## src/rtl/core/tgl_pkg.sv

```systemverilog
// ----------------------------------------------------------------------------
// tgl_pkg
// Types, codes and helpers for the text glyph layout unit.
// ----------------------------------------------------------------------------
package tgl_pkg;

	localparam int unsigned COORD_BITS_DEF = 16;

	// Opcodes
	localparam logic [1:0] OP_CHAR = 2'd0;
	localparam logic [1:0] OP_END  = 2'd1;
	localparam logic [1:0] OP_ROW  = 2'd2;
	localparam logic [1:0] OP_PIX  = 2'd3;

	// Result kinds
	localparam logic KIND_GLYPH = 1'b0;
	localparam logic KIND_BOX   = 1'b1;

	// Register indexes
	localparam int unsigned CFG_IDX_BITS = 3;
	localparam logic [CFG_IDX_BITS-1:0] REG_PAD_H    = 3'd0;
	localparam logic [CFG_IDX_BITS-1:0] REG_PAD_V    = 3'd1;
	localparam logic [CFG_IDX_BITS-1:0] REG_LINE_GAP = 3'd2;
	localparam logic [CFG_IDX_BITS-1:0] REG_SCREEN_W = 3'd3;
	localparam logic [CFG_IDX_BITS-1:0] REG_MODE     = 3'd4;
	localparam logic [CFG_IDX_BITS-1:0] REG_FG       = 3'd5;
	localparam logic [CFG_IDX_BITS-1:0] REG_BG       = 3'd6;

	// Register reset values
	localparam logic [11:0] SCREEN_W_RST = 12'd640;
	localparam logic [31:0] FG_RST       = 32'hFFFF_FFFF;
	localparam logic [31:0] BG_RST       = 32'h0000_00FF;

	// Character set
	localparam logic [7:0] CHAR_NL    = 8'h0A;
	localparam logic [7:0] CHAR_FIRST = 8'h20;
	localparam logic [7:0] CHAR_LAST  = 8'h7E;

	typedef struct packed {
		logic [1:0]         opcode;
		logic [7:0]         char_code;
		logic signed [15:0] arg_a;
		logic signed [15:0] arg_b;
	} item_t;

	typedef struct packed {
		logic               kind;
		logic signed [15:0] left;
		logic signed [15:0] top;
		logic signed [15:0] right;
		logic signed [15:0] bottom;
		logic [6:0]         tex_left;
		logic [7:0]         tex_top;
		logic [6:0]         tex_right;
		logic [7:0]         tex_bottom;
		logic [31:0]        color;
	} result_t;

	typedef struct packed {
		logic [7:0]  pad_horizontal;
		logic [7:0]  pad_vertical;
		logic [7:0]  line_gap;
		logic [11:0] screen_width;
		logic        pass_mode;
		logic [31:0] glyph_color;
		logic [31:0] box_color;
	} cfg_t;

	typedef struct packed {
		logic [6:0] tex_left;
		logic [7:0] tex_top;
		logic [6:0] tex_right;
		logic [7:0] tex_bottom;
	} tex_t;

	// Font sheet cell of a printable character: 10 cells of 8x16 per row.
	// Divide by ten through a reciprocal multiply, exact for indexes below 128.
	function automatic tex_t glyph_tex(logic [7:0] code);
		logic [6:0]  idx;
		logic [14:0] prod;
		logic [3:0]  q;
		logic [6:0]  q10;
		logic [3:0]  r;
		tex_t        t;
		idx  = 7'(code - CHAR_FIRST);
		prod = 15'(idx) * 15'd205;
		q    = prod[14:11];
		q10  = {q, 3'b000} + {2'b00, q, 1'b0};
		r    = 4'(idx - q10);
		t.tex_left   = {r, 3'b000};
		t.tex_right  = {r, 3'b000} + 7'd8;
		t.tex_top    = {q, 4'b0000};
		t.tex_bottom = {q, 4'b0000} + 8'd15;
		return t;
	endfunction

endpackage

```

## src/rtl/core/text_glyph_layout_unit.sv

```systemverilog
// ----------------------------------------------------------------------------
// text_glyph_layout_unit
// Text overlay layout: characters in, glyph quads or line boxes out.
// ----------------------------------------------------------------------------
// Takes one item per clock while the output is not stalled and gives at most
// one result per item. An item is captured in an input register, laid out
// against the cursor state, and its result lands in an output register. The
// sustained rate is one item per cycle while results are drained, set by the
// cursor update loop, combinational between the registered cursor state
// (saturating adds and the row-height multiply for row/column positioning).
// A stalled result holds the layout stage; the input register then takes
// one more item only if it is empty.
// Configuration writes take effect on the next clock; the user must make them
// only while no item is in flight, which the block itself does not enforce.
module text_glyph_layout_unit #(
	parameter int unsigned COORD_BITS = tgl_pkg::COORD_BITS_DEF
) (
	input  logic                             clk,
	input  logic                             arst_n,
	input  logic                             item_valid,
	output logic                             item_ready,
	input  tgl_pkg::item_t                   item,
	output logic                             result_valid,
	input  logic                             result_ready,
	output tgl_pkg::result_t                 result,
	input  logic                             cfg_we,
	input  logic [tgl_pkg::CFG_IDX_BITS-1:0] cfg_index,
	input  logic [31:0]                      cfg_data
);

	tgl_pkg::cfg_t    cfg;
	tgl_pkg::item_t   item_s1;
	tgl_pkg::result_t result_s2;
	tgl_pkg::result_t res;
	logic             valid_s1, valid_s2;
	logic             adv, step, emit;

	tgl_cfg_regs u_cfg (
		.clk       (clk),
		.arst_n    (arst_n),
		.cfg_we    (cfg_we),
		.cfg_index (cfg_index),
		.cfg_data  (cfg_data),
		.cfg       (cfg)
	);

	tgl_core #(.COORD_BITS(COORD_BITS)) u_core (
		.clk    (clk),
		.arst_n (arst_n),
		.step   (step),
		.item   (item_s1),
		.cfg    (cfg),
		.emit   (emit),
		.res    (res)
	);

	// output register free or being drained this cycle
	assign adv        = !valid_s2 || result_ready;
	assign step       = valid_s1 && adv;
	assign item_ready = !valid_s1 || adv;

	always_ff @(posedge clk or negedge arst_n) begin
		if (!arst_n) begin
			valid_s1 <= 1'b0;
			valid_s2 <= 1'b0;
		end else begin
			if (item_ready) begin
				valid_s1 <= item_valid;
			end
			if (adv) begin
				valid_s2 <= step && emit;
			end
		end
	end

	always_ff @(posedge clk) begin
		if (item_valid && item_ready) begin
			item_s1 <= item;
		end
		if (step && emit) begin
			result_s2 <= res;
		end
	end

	assign result_valid = valid_s2;
	assign result       = result_s2;

endmodule

```

## src/rtl/core/tgl_cfg_regs.sv

```systemverilog
// ----------------------------------------------------------------------------
// tgl_cfg_regs
// Configuration register file with a plain indexed write port.
// ----------------------------------------------------------------------------
module tgl_cfg_regs (
	input  logic                                clk,
	input  logic                                arst_n,
	input  logic                                cfg_we,
	input  logic [tgl_pkg::CFG_IDX_BITS-1:0]    cfg_index,
	input  logic [31:0]                         cfg_data,
	output tgl_pkg::cfg_t                       cfg
);

	tgl_pkg::cfg_t cfg_q;

	always_ff @(posedge clk or negedge arst_n) begin
		if (!arst_n) begin
			cfg_q.pad_horizontal <= '0;
			cfg_q.pad_vertical   <= '0;
			cfg_q.line_gap       <= '0;
			cfg_q.screen_width   <= tgl_pkg::SCREEN_W_RST;
			cfg_q.pass_mode      <= 1'b0;
			cfg_q.glyph_color    <= tgl_pkg::FG_RST;
			cfg_q.box_color      <= tgl_pkg::BG_RST;
		end else if (cfg_we) begin
			unique case (cfg_index)
				tgl_pkg::REG_PAD_H:    cfg_q.pad_horizontal <= cfg_data[7:0];
				tgl_pkg::REG_PAD_V:    cfg_q.pad_vertical   <= cfg_data[7:0];
				tgl_pkg::REG_LINE_GAP: cfg_q.line_gap       <= cfg_data[7:0];
				tgl_pkg::REG_SCREEN_W: cfg_q.screen_width   <= cfg_data[11:0];
				tgl_pkg::REG_MODE:     cfg_q.pass_mode      <= cfg_data[0];
				tgl_pkg::REG_FG:       cfg_q.glyph_color    <= cfg_data;
				tgl_pkg::REG_BG:       cfg_q.box_color      <= cfg_data;
				default: ;
			endcase
		end
	end

	assign cfg = cfg_q;

endmodule

```

## src/rtl/core/tgl_core.sv

```systemverilog
// ----------------------------------------------------------------------------
// tgl_core
// Cursor state and combinational layout of one item into a quad, a box or no result.
// ----------------------------------------------------------------------------
module tgl_core #(
	parameter int unsigned COORD_BITS = tgl_pkg::COORD_BITS_DEF
) (
	input  logic              clk,
	input  logic              arst_n,
	input  logic              step,
	input  tgl_pkg::item_t    item,
	input  tgl_pkg::cfg_t     cfg,
	output logic              emit,
	output tgl_pkg::result_t  res
);

	localparam int unsigned SW = COORD_BITS + 16;

	typedef logic signed [COORD_BITS-1:0] coord_t;
	typedef logic signed [SW-1:0]         wide_t;

	localparam wide_t SAT_MAX = {{(SW-COORD_BITS+1){1'b0}}, {(COORD_BITS-1){1'b1}}};
	localparam wide_t SAT_MIN = ~SAT_MAX;

	function automatic coord_t sat(wide_t v);
		if (v > SAT_MAX) return coord_t'(SAT_MAX);
		if (v < SAT_MIN) return coord_t'(SAT_MIN);
		return v[COORD_BITS-1:0];
	endfunction

	function automatic wide_t wx(coord_t c);
		return wide_t'(c);
	endfunction

	coord_t cx_q, cy_q, ssx_q, ssy_q, lsx_q, lsy_q;
	logic   in_str_q;

	coord_t cx_n, cy_n, ssx_n, ssy_n, lsx_n, lsy_n;
	logic   in_str_n;

	coord_t lsx_e, lsy_e, ssx_e, ssy_e;
	coord_t cy_adv, cx1, cy1, cx_inc;
	wide_t  padh, padv, lim, box_l, box_t, box_r, box_b, gl, gt;
	logic   nl, printable, wrap;
	logic [8:0]         row_h;
	logic signed [25:0] prod_a;
	logic signed [19:0] prod_b;
	tgl_pkg::tex_t      tex;
	tgl_pkg::result_t   res_box, res_glyph;

	always_comb begin
		// a closed string reopens at the current cursor
		lsx_e = in_str_q ? lsx_q : cx_q;
		lsy_e = in_str_q ? lsy_q : cy_q;
		ssx_e = in_str_q ? ssx_q : cx_q;
		ssy_e = in_str_q ? ssy_q : cy_q;

		padh = wide_t'(cfg.pad_horizontal);
		padv = wide_t'(cfg.pad_vertical);
		lim  = wide_t'(cfg.screen_width) - (padh <<< 1);

		nl        = (item.char_code == tgl_pkg::CHAR_NL);
		printable = (item.char_code >= tgl_pkg::CHAR_FIRST)
			&& (item.char_code <= tgl_pkg::CHAR_LAST);
		wrap      = nl || (wx(cx_q) + wide_t'(10) > lim);

		cy_adv = sat(wx(cy_q) + wide_t'(15) + wide_t'(cfg.line_gap));
		cx1    = wrap ? '0 : cx_q;
		cy1    = wrap ? cy_adv : cy_q;
		cx_inc = sat(wx(cx1) + wide_t'(10));

		row_h  = 9'd15 + {1'b0, cfg.line_gap};
		prod_a = item.arg_a * $signed({1'b0, row_h});
		prod_b = item.arg_b * 20'sd10;

		box_l = wx(lsx_e) + padh - wide_t'(2);
		box_t = wx(lsy_e) + padv - wide_t'(2);
		box_r = wx(cx_q) + padh;
		box_b = wx(cy_q) + padv + wide_t'(15);

		res_box            = '0;
		res_box.kind       = tgl_pkg::KIND_BOX;
		res_box.left       = box_l[15:0];
		res_box.top        = box_t[15:0];
		res_box.right      = box_r[15:0];
		res_box.bottom     = box_b[15:0];
		res_box.color      = cfg.box_color;

		gl  = wx(cx1) + padh;
		gt  = wx(cy1) + padv;
		tex = tgl_pkg::glyph_tex(item.char_code);

		res_glyph.kind       = tgl_pkg::KIND_GLYPH;
		res_glyph.left       = gl[15:0];
		res_glyph.top        = gt[15:0];
		res_glyph.right      = gl[15:0] + 16'sd8;
		res_glyph.bottom     = gt[15:0] + 16'sd15;
		res_glyph.tex_left   = tex.tex_left;
		res_glyph.tex_top    = tex.tex_top;
		res_glyph.tex_right  = tex.tex_right;
		res_glyph.tex_bottom = tex.tex_bottom;
		res_glyph.color      = cfg.glyph_color;

		cx_n     = cx_q;
		cy_n     = cy_q;
		ssx_n    = ssx_q;
		ssy_n    = ssy_q;
		lsx_n    = lsx_q;
		lsy_n    = lsy_q;
		in_str_n = in_str_q;
		emit     = 1'b0;
		res      = res_box;

		unique case (item.opcode)
			tgl_pkg::OP_CHAR: begin
				in_str_n = 1'b1;
				ssx_n    = ssx_e;
				ssy_n    = ssy_e;
				lsx_n    = lsx_e;
				lsy_n    = lsy_e;
				if (nl || printable) begin
					if (wrap) begin
						emit  = !cfg.pass_mode;
						cx_n  = '0;
						cy_n  = cy_adv;
						lsx_n = '0;
						lsy_n = cy_adv;
					end
					if (!nl) begin
						if (cfg.pass_mode) begin
							emit = 1'b1;
							res  = res_glyph;
						end
						cx_n = cx_inc;
					end
				end
			end
			tgl_pkg::OP_END: begin
				in_str_n = 1'b0;
				ssx_n    = ssx_e;
				ssy_n    = ssy_e;
				lsx_n    = lsx_e;
				lsy_n    = lsy_e;
				if (!cfg.pass_mode) begin
					emit = (lsx_e != cx_q);
					cx_n = ssx_e;
					cy_n = ssy_e;
				end
			end
			tgl_pkg::OP_ROW: begin
				cy_n = sat(wide_t'(prod_a));
				cx_n = sat(wide_t'(prod_b));
			end
			tgl_pkg::OP_PIX: begin
				cx_n = sat(wide_t'(item.arg_a));
				cy_n = sat(wide_t'(item.arg_b));
			end
			default: ;
		endcase
	end

	always_ff @(posedge clk or negedge arst_n) begin
		if (!arst_n) begin
			cx_q     <= '0;
			cy_q     <= '0;
			ssx_q    <= '0;
			ssy_q    <= '0;
			lsx_q    <= '0;
			lsy_q    <= '0;
			in_str_q <= 1'b0;
		end else if (step) begin
			cx_q     <= cx_n;
			cy_q     <= cy_n;
			ssx_q    <= ssx_n;
			ssy_q    <= ssy_n;
			lsx_q    <= lsx_n;
			lsy_q    <= lsy_n;
			in_str_q <= in_str_n;
		end
	end

endmodule

```

## config.mk

```make
export PLATFORM = sky130hd
export DESIGN_NAME = text_glyph_layout_unit
export DESIGN_NICKNAME = d
export VERILOG_FILES = /design/src/rtl/core/tgl_pkg.sv /design/src/rtl/core/text_glyph_layout_unit.sv /design/src/rtl/core/tgl_cfg_regs.sv /design/src/rtl/core/tgl_core.sv
export SDC_FILE = /design/constraint.sdc
export NUM_CORES = 1
export LEC_CHECK = 0
export BUFFER_PORTS_ARGS = -buffer_cell sky130_fd_sc_hd__buf_2
export CORE_ASPECT_RATIO = 0.75
export CORE_MARGIN = 2
export CORE_UTILIZATION = 50
export DETAILED_ROUTE_END_ITERATION = 8
export PLACE_DENSITY = 0.68
export SYNTH_ARGS = -nofsm -noshare
export SYNTH_HDL_FRONTEND = slang
export SYNTH_HIERARCHICAL = 1
export SYNTH_SLANG_ARGS = --single-unit
```

## constraint.sdc

```tcl
create_clock -name clk -period 30.4 [get_ports clk]
set_clock_uncertainty 0.15 [all_clocks]
set_input_delay 9.12 -clock clk [delete_from_list [all_inputs] [get_ports clk]]
set_output_delay 9.12 -clock clk [all_outputs]
set_load 0.05 [all_outputs]
```

### Word level (Yosys, flattened, before mapping)

Index checks and enable logic that the tools add are counted.

| word-level totals | value |
|---|---|
| bits in registers | 369 |
| bits of input ports | 82 |
| word-level logic and storage cells | 195 |

| cells by class | value |
|---|---|
| $add $sub $neg | 22 |
| multipliers | 3 |
| $lt $le $gt $ge | 15 |
| equality and inequality tests | 13 |
| multiplexer cells | 80 |
| bitwise operators | 3 |
| reductions and logical operators | 27 |

Operators by type and width:

| kind | count |
|---|---|
| 2-to-1 mux 16 bit | 39 |
| 2-to-1 mux 126 bit | 3 |
| case mux 16 bit (4 select lines) | 2 |
| 2-to-1 mux 127 bit | 1 |
| adder 16 x 9 -> 16 bit | 6 |
| > comparator 32 x 16 -> 1 bit (second input constant) | 2 |
| less-than comparator 32 x 16 -> 1 bit (second input constant) | 2 |
| case mux 16 bit (2 select lines) | 2 |
| adder 16 x 5 -> 17 bit (second input constant) | 3 |
| adder 16 x 5 -> 16 bit (second input constant) | 3 |
| adder 32 x 9 -> 32 bit | 1 |
| > comparator 16 bit (second input constant) | 2 |
| > comparator 32 bit | 1 |
| less-than comparator 16 bit (second input constant) | 2 |
| subtractor 16 x 3 -> 16 bit (second input constant) | 2 |
| 2-to-1 mux 1 bit | 31 |
| > comparator 26 x 16 -> 1 bit (second input constant) | 1 |
| less-than comparator 26 x 16 -> 1 bit (second input constant) | 1 |
| multiplier 16 x 10 -> 26 bit | 1 |
| > comparator 20 x 16 -> 1 bit (second input constant) | 1 |
| less-than comparator 20 x 16 -> 1 bit (second input constant) | 1 |
| multiplier 16 x 4 -> 19 bit (second input constant) | 1 |
| AND reduction 2 bit | 9 |
| != test 16 bit | 1 |
| 30 further kinds | 45 |

### Logic depth before layout (Yosys ltp)

| depth | value |
|---|---|
| depth in word-level cells | 14 |
| depth in mapped cells | 38 |

### By module

The synthesis kept the hierarchy.

By module, submodules not included:

| module | instances | cells an instance | area each (sq um) | sequential area each (sq um) |
|---|---|---|---|---|
| tgl_core | 1 | 2,693 | 20,707.4 | 2,427.3 |
| text_glyph_layout_unit | 1 | 179 | 5,186.2 | 5,124.9 |
| tgl_cfg_regs | 1 | 219 | 3,882.5 | 2,580.0 |

### Worst setup path after synthesis

No wires, ideal clock.

| path | value |
|---|---|
| kind | input port to output port |
| start | in result_ready |
| end | out item_ready |
| arrival | 9,364 ps |
| data required time | 21,130 ps |
| slack | 11,766 ps |
| cell stages on the path | 1 |
| cells stage by stage | nand3b_4 |

| between the ends | value |
|---|---|
| word-level cells in the longest chain between the ends | 2 |

Ends and longest elaborated chain:

| item | RTL line | text |
|---|---|---|
| start, declared | text_glyph_layout_unit.sv:24 | `input logic result_ready,` |
| logical OR 1 bit | text_glyph_layout_unit.sv:58 | `assign adv = !valid_s2 \|\| result_ready;` |
| logical OR 1 bit | text_glyph_layout_unit.sv:60 | `assign item_ready = !valid_s1 \|\| adv;` |
| end, declared | text_glyph_layout_unit.sv:21 | `output logic item_ready,` |

Every way passes these cells.

### Worst setup path in the final report

Ends and elaborated chain as after synthesis.

==> impl_results.md <==
* Status: completed
* Htree depth at 2
* Register bit total from synthesis at 369
* Starting density of the core at 50.6%
* R2R depth at 26
* Number of global-route vias before repair at 22.9k
* # port buffers at 210
* Critical path startpoint: result_ready
* DRT Pass-1 Iters at 5
* Clk buf depth at 3
* Setup Buffers After CTS at 0
* Fin util at 55.5%
* Max-slew violation count at 0
* NumNets Final at 3719
* Critical Path End Type: output port
* R2r endpoint: u_core/cy_q[11]
* Most common cell after layout, fill and taps aside: nand2_1
* Met2 Usage GRT at 41.1%
* Distinct cells, synth at 108
* Initial antenna violation count at 4
* DRT iter0 DRCs at 1843
* Drc violations at 0
* Die Span Y at 215 microns
* FF-to-FF Start: u_cfg/cfg[77]
* Worst reg-to-reg setup slack at 20890 ps
* Synth async-reset ratio at 54.2%
* Worst relative slew slack at 22.7%
* Most frequent cells in the layout: nand2_1 (336), inv_1 (335), ha_1 (264)
* WP data required at 21130 ps
* Period Utilization, post-route at 62.1%
* Ys Warns at 6
* Post-cts gate resize count at 0
* Clock Latency Late Sink at 580 ps
* Vias at 23.2k
* Max Cap Viol at 0
* Ant diodes at 0
* Area delta synth->final at 9.76%
* Layout cells sized above 1 at 16.3%
* CP max FO at 3
* Io pins at 211
* Cell count after synthesis at 3091
* Min-delay src: u_core/lsy_q[1]
* CTS Root Cell: clkbuf_16
* Sequential share of the synthesized area at 34.0%
* GP Congestion at 0.927
* Grt ovf at 0
* Max Freq at 0.0530 GHz
* Worst setup margin at 11530 ps
* Total negative slack at 0 ps
* TritonCTS Sinks at 369
* Largest net degree at the start of global routing at 79
* DP HPWL at 63.2 mm
* Crit path launch type: primary input
* Worst Hold End: u_core/lsy_q[1]
* Vias/cell at 5.72
* Cell Area, Synth at 29800 sq um
* Global route hottest layer: met2
* EDFF count, synth at 169
* GRT met1 Usage at 38.1%
* Placeable core region at 58900 sq um
* Clk pin slew, worst setup/hold paths at 60 ps
* WP data arrival at 9600 ps
* WS Path Type: primary input to output port
* Gr usage total at 26.8%
* Mean Syn Cell Area at 9.63 sq um
* CTS tree: yes
* First-pass GRT wire length at 129 mm
* WL/cell at 20.3 microns
* Worst-Margin Slew at 1150 ps
* Min Tclk post-route at 18870 ps
* Die width at 286 microns
* Post-Route WL at 82.5 mm
* Post-cts hold buffer count at 0
* Pre-CTS setup slack at 11530 ps
* Row cnt at 77
* Hold path depth at 2
* RSZ-0062 raised after global routing: no
* Placed Instances at 3983
* Worst hold path class: register to register
* Post-synth top flop: edfxtp_1
* Final Setup Violations at 0
* Met3 usage at 6.05%
* Number of routed nets with antenna violations at 0
* Number of CTS-inserted buffers at 40
* Final Hold Viols at 0
* Non-Filler Instances at 4056
* Die ar. at 61500 sq um
## worst max-delay path by stage
stage / endpoint / cells past startpoint
global placement: item_ready / 3
floorplan: item_ready / 1
global route: item_ready / 3
CTS: item_ready / 3
detailed placement: item_ready / 3
finish: item_ready / 3
## state kept, by name, summed over array words and instances (netlist names), 16 cells and up
signal,count
result,127
u_core/lsx_q,16
u_core/lsy_q,16
u_core/cx_q,16
item_s1,42
u_cfg/cfg,101
u_core/cy_q,16
u_core/ssx_q,16
u_core/ssy_q,16
## cell type report
cell class	count	area, sq um
Fill cell	5124	26200
Inverter	338	1270
Clock inverter	11	65.1
Clock buffer	62	1180
Timing Repair Buffer	237	1260
Sequential cell	369	10100
Multi-Input combinational cell	2249	17800
Tap cell	790	988
## cell usage after synthesis (6+ instances only)
cell type  count  area (sq um)
o21a_1        19           143
buf_4         27           203
nor4_1         8          50.1
nor2b_1       61           382
nor3_1        43           215
a41oi_1        6          52.6
ha_1         264          3300
fa_1         138          2760
dfstp_2       42          1100
nand4_1       20           125
o21ai_0      136           681
o2111ai_1      6          52.6
a31o_2         6          52.6
buf_2          6          30.0
a21boi_0      14           105
and2_1        76           475
a21oi_1      191           956
and3_1        14          87.6
mux2i_1       24           240
nand3_1       50           250
inv_1        336          1260
mux2_2       135          1520
xnor2_1      115          1010
nor2_1       171           642
o21ai_1        7          35.0
clkbuf_1      93           349
o31ai_1       32           240
edfxtp_1     169          5070
dfrtp_1      158          3950
or2_2         12          75.1
a211oi_1      20           150
or3_1         16           100
o21bai_1      11          82.6
nand2_1      336          1260
o211ai_1      12          90.1
o221ai_1       7          61.3
buf_1         16          60.1
nand2b_1      41           257
a22oi_1       10          75.1
o22ai_1       15          93.8
xor2_1        64           561
a31oi_1       22           138
a21o_1        38           285
## layer usage
layer / routed length [microns] / vias to the layer above
met3: 6490 / 119
met2: 37100 / 812
met5: 59 / -
met4: 1940 / 8
li1: - / 10900
met1: 36900 / 11400
## critical path: stages
cell and delay (ps):
buf_2 90, nand3b_4 130, buf_2 260
## through the flow
step | hold slack [ps] | instance area (sq um)
floorplan | 300 | 29800
global placement | 311 | 31400
detailed placement | 320 | 31400
CTS | 333 | 32700
global route | 363 | 32700
finish | 329 | 32700
## logic make-up after synthesis
kind of cell,count (synthesis),synth area share (%)
fa+ha+maj,402,20.4
mux,160,5.99
buf+inv,482,6.47
other cells,1,0.0126
compound gates,610,13.2
simple gates,887,14.5
flops,369,34.0
xor+xnor,180,5.34
Power is left out: the tool's default activity adds up to more than one toggle a clock period on the data nets, which glitch-free logic cannot reach.
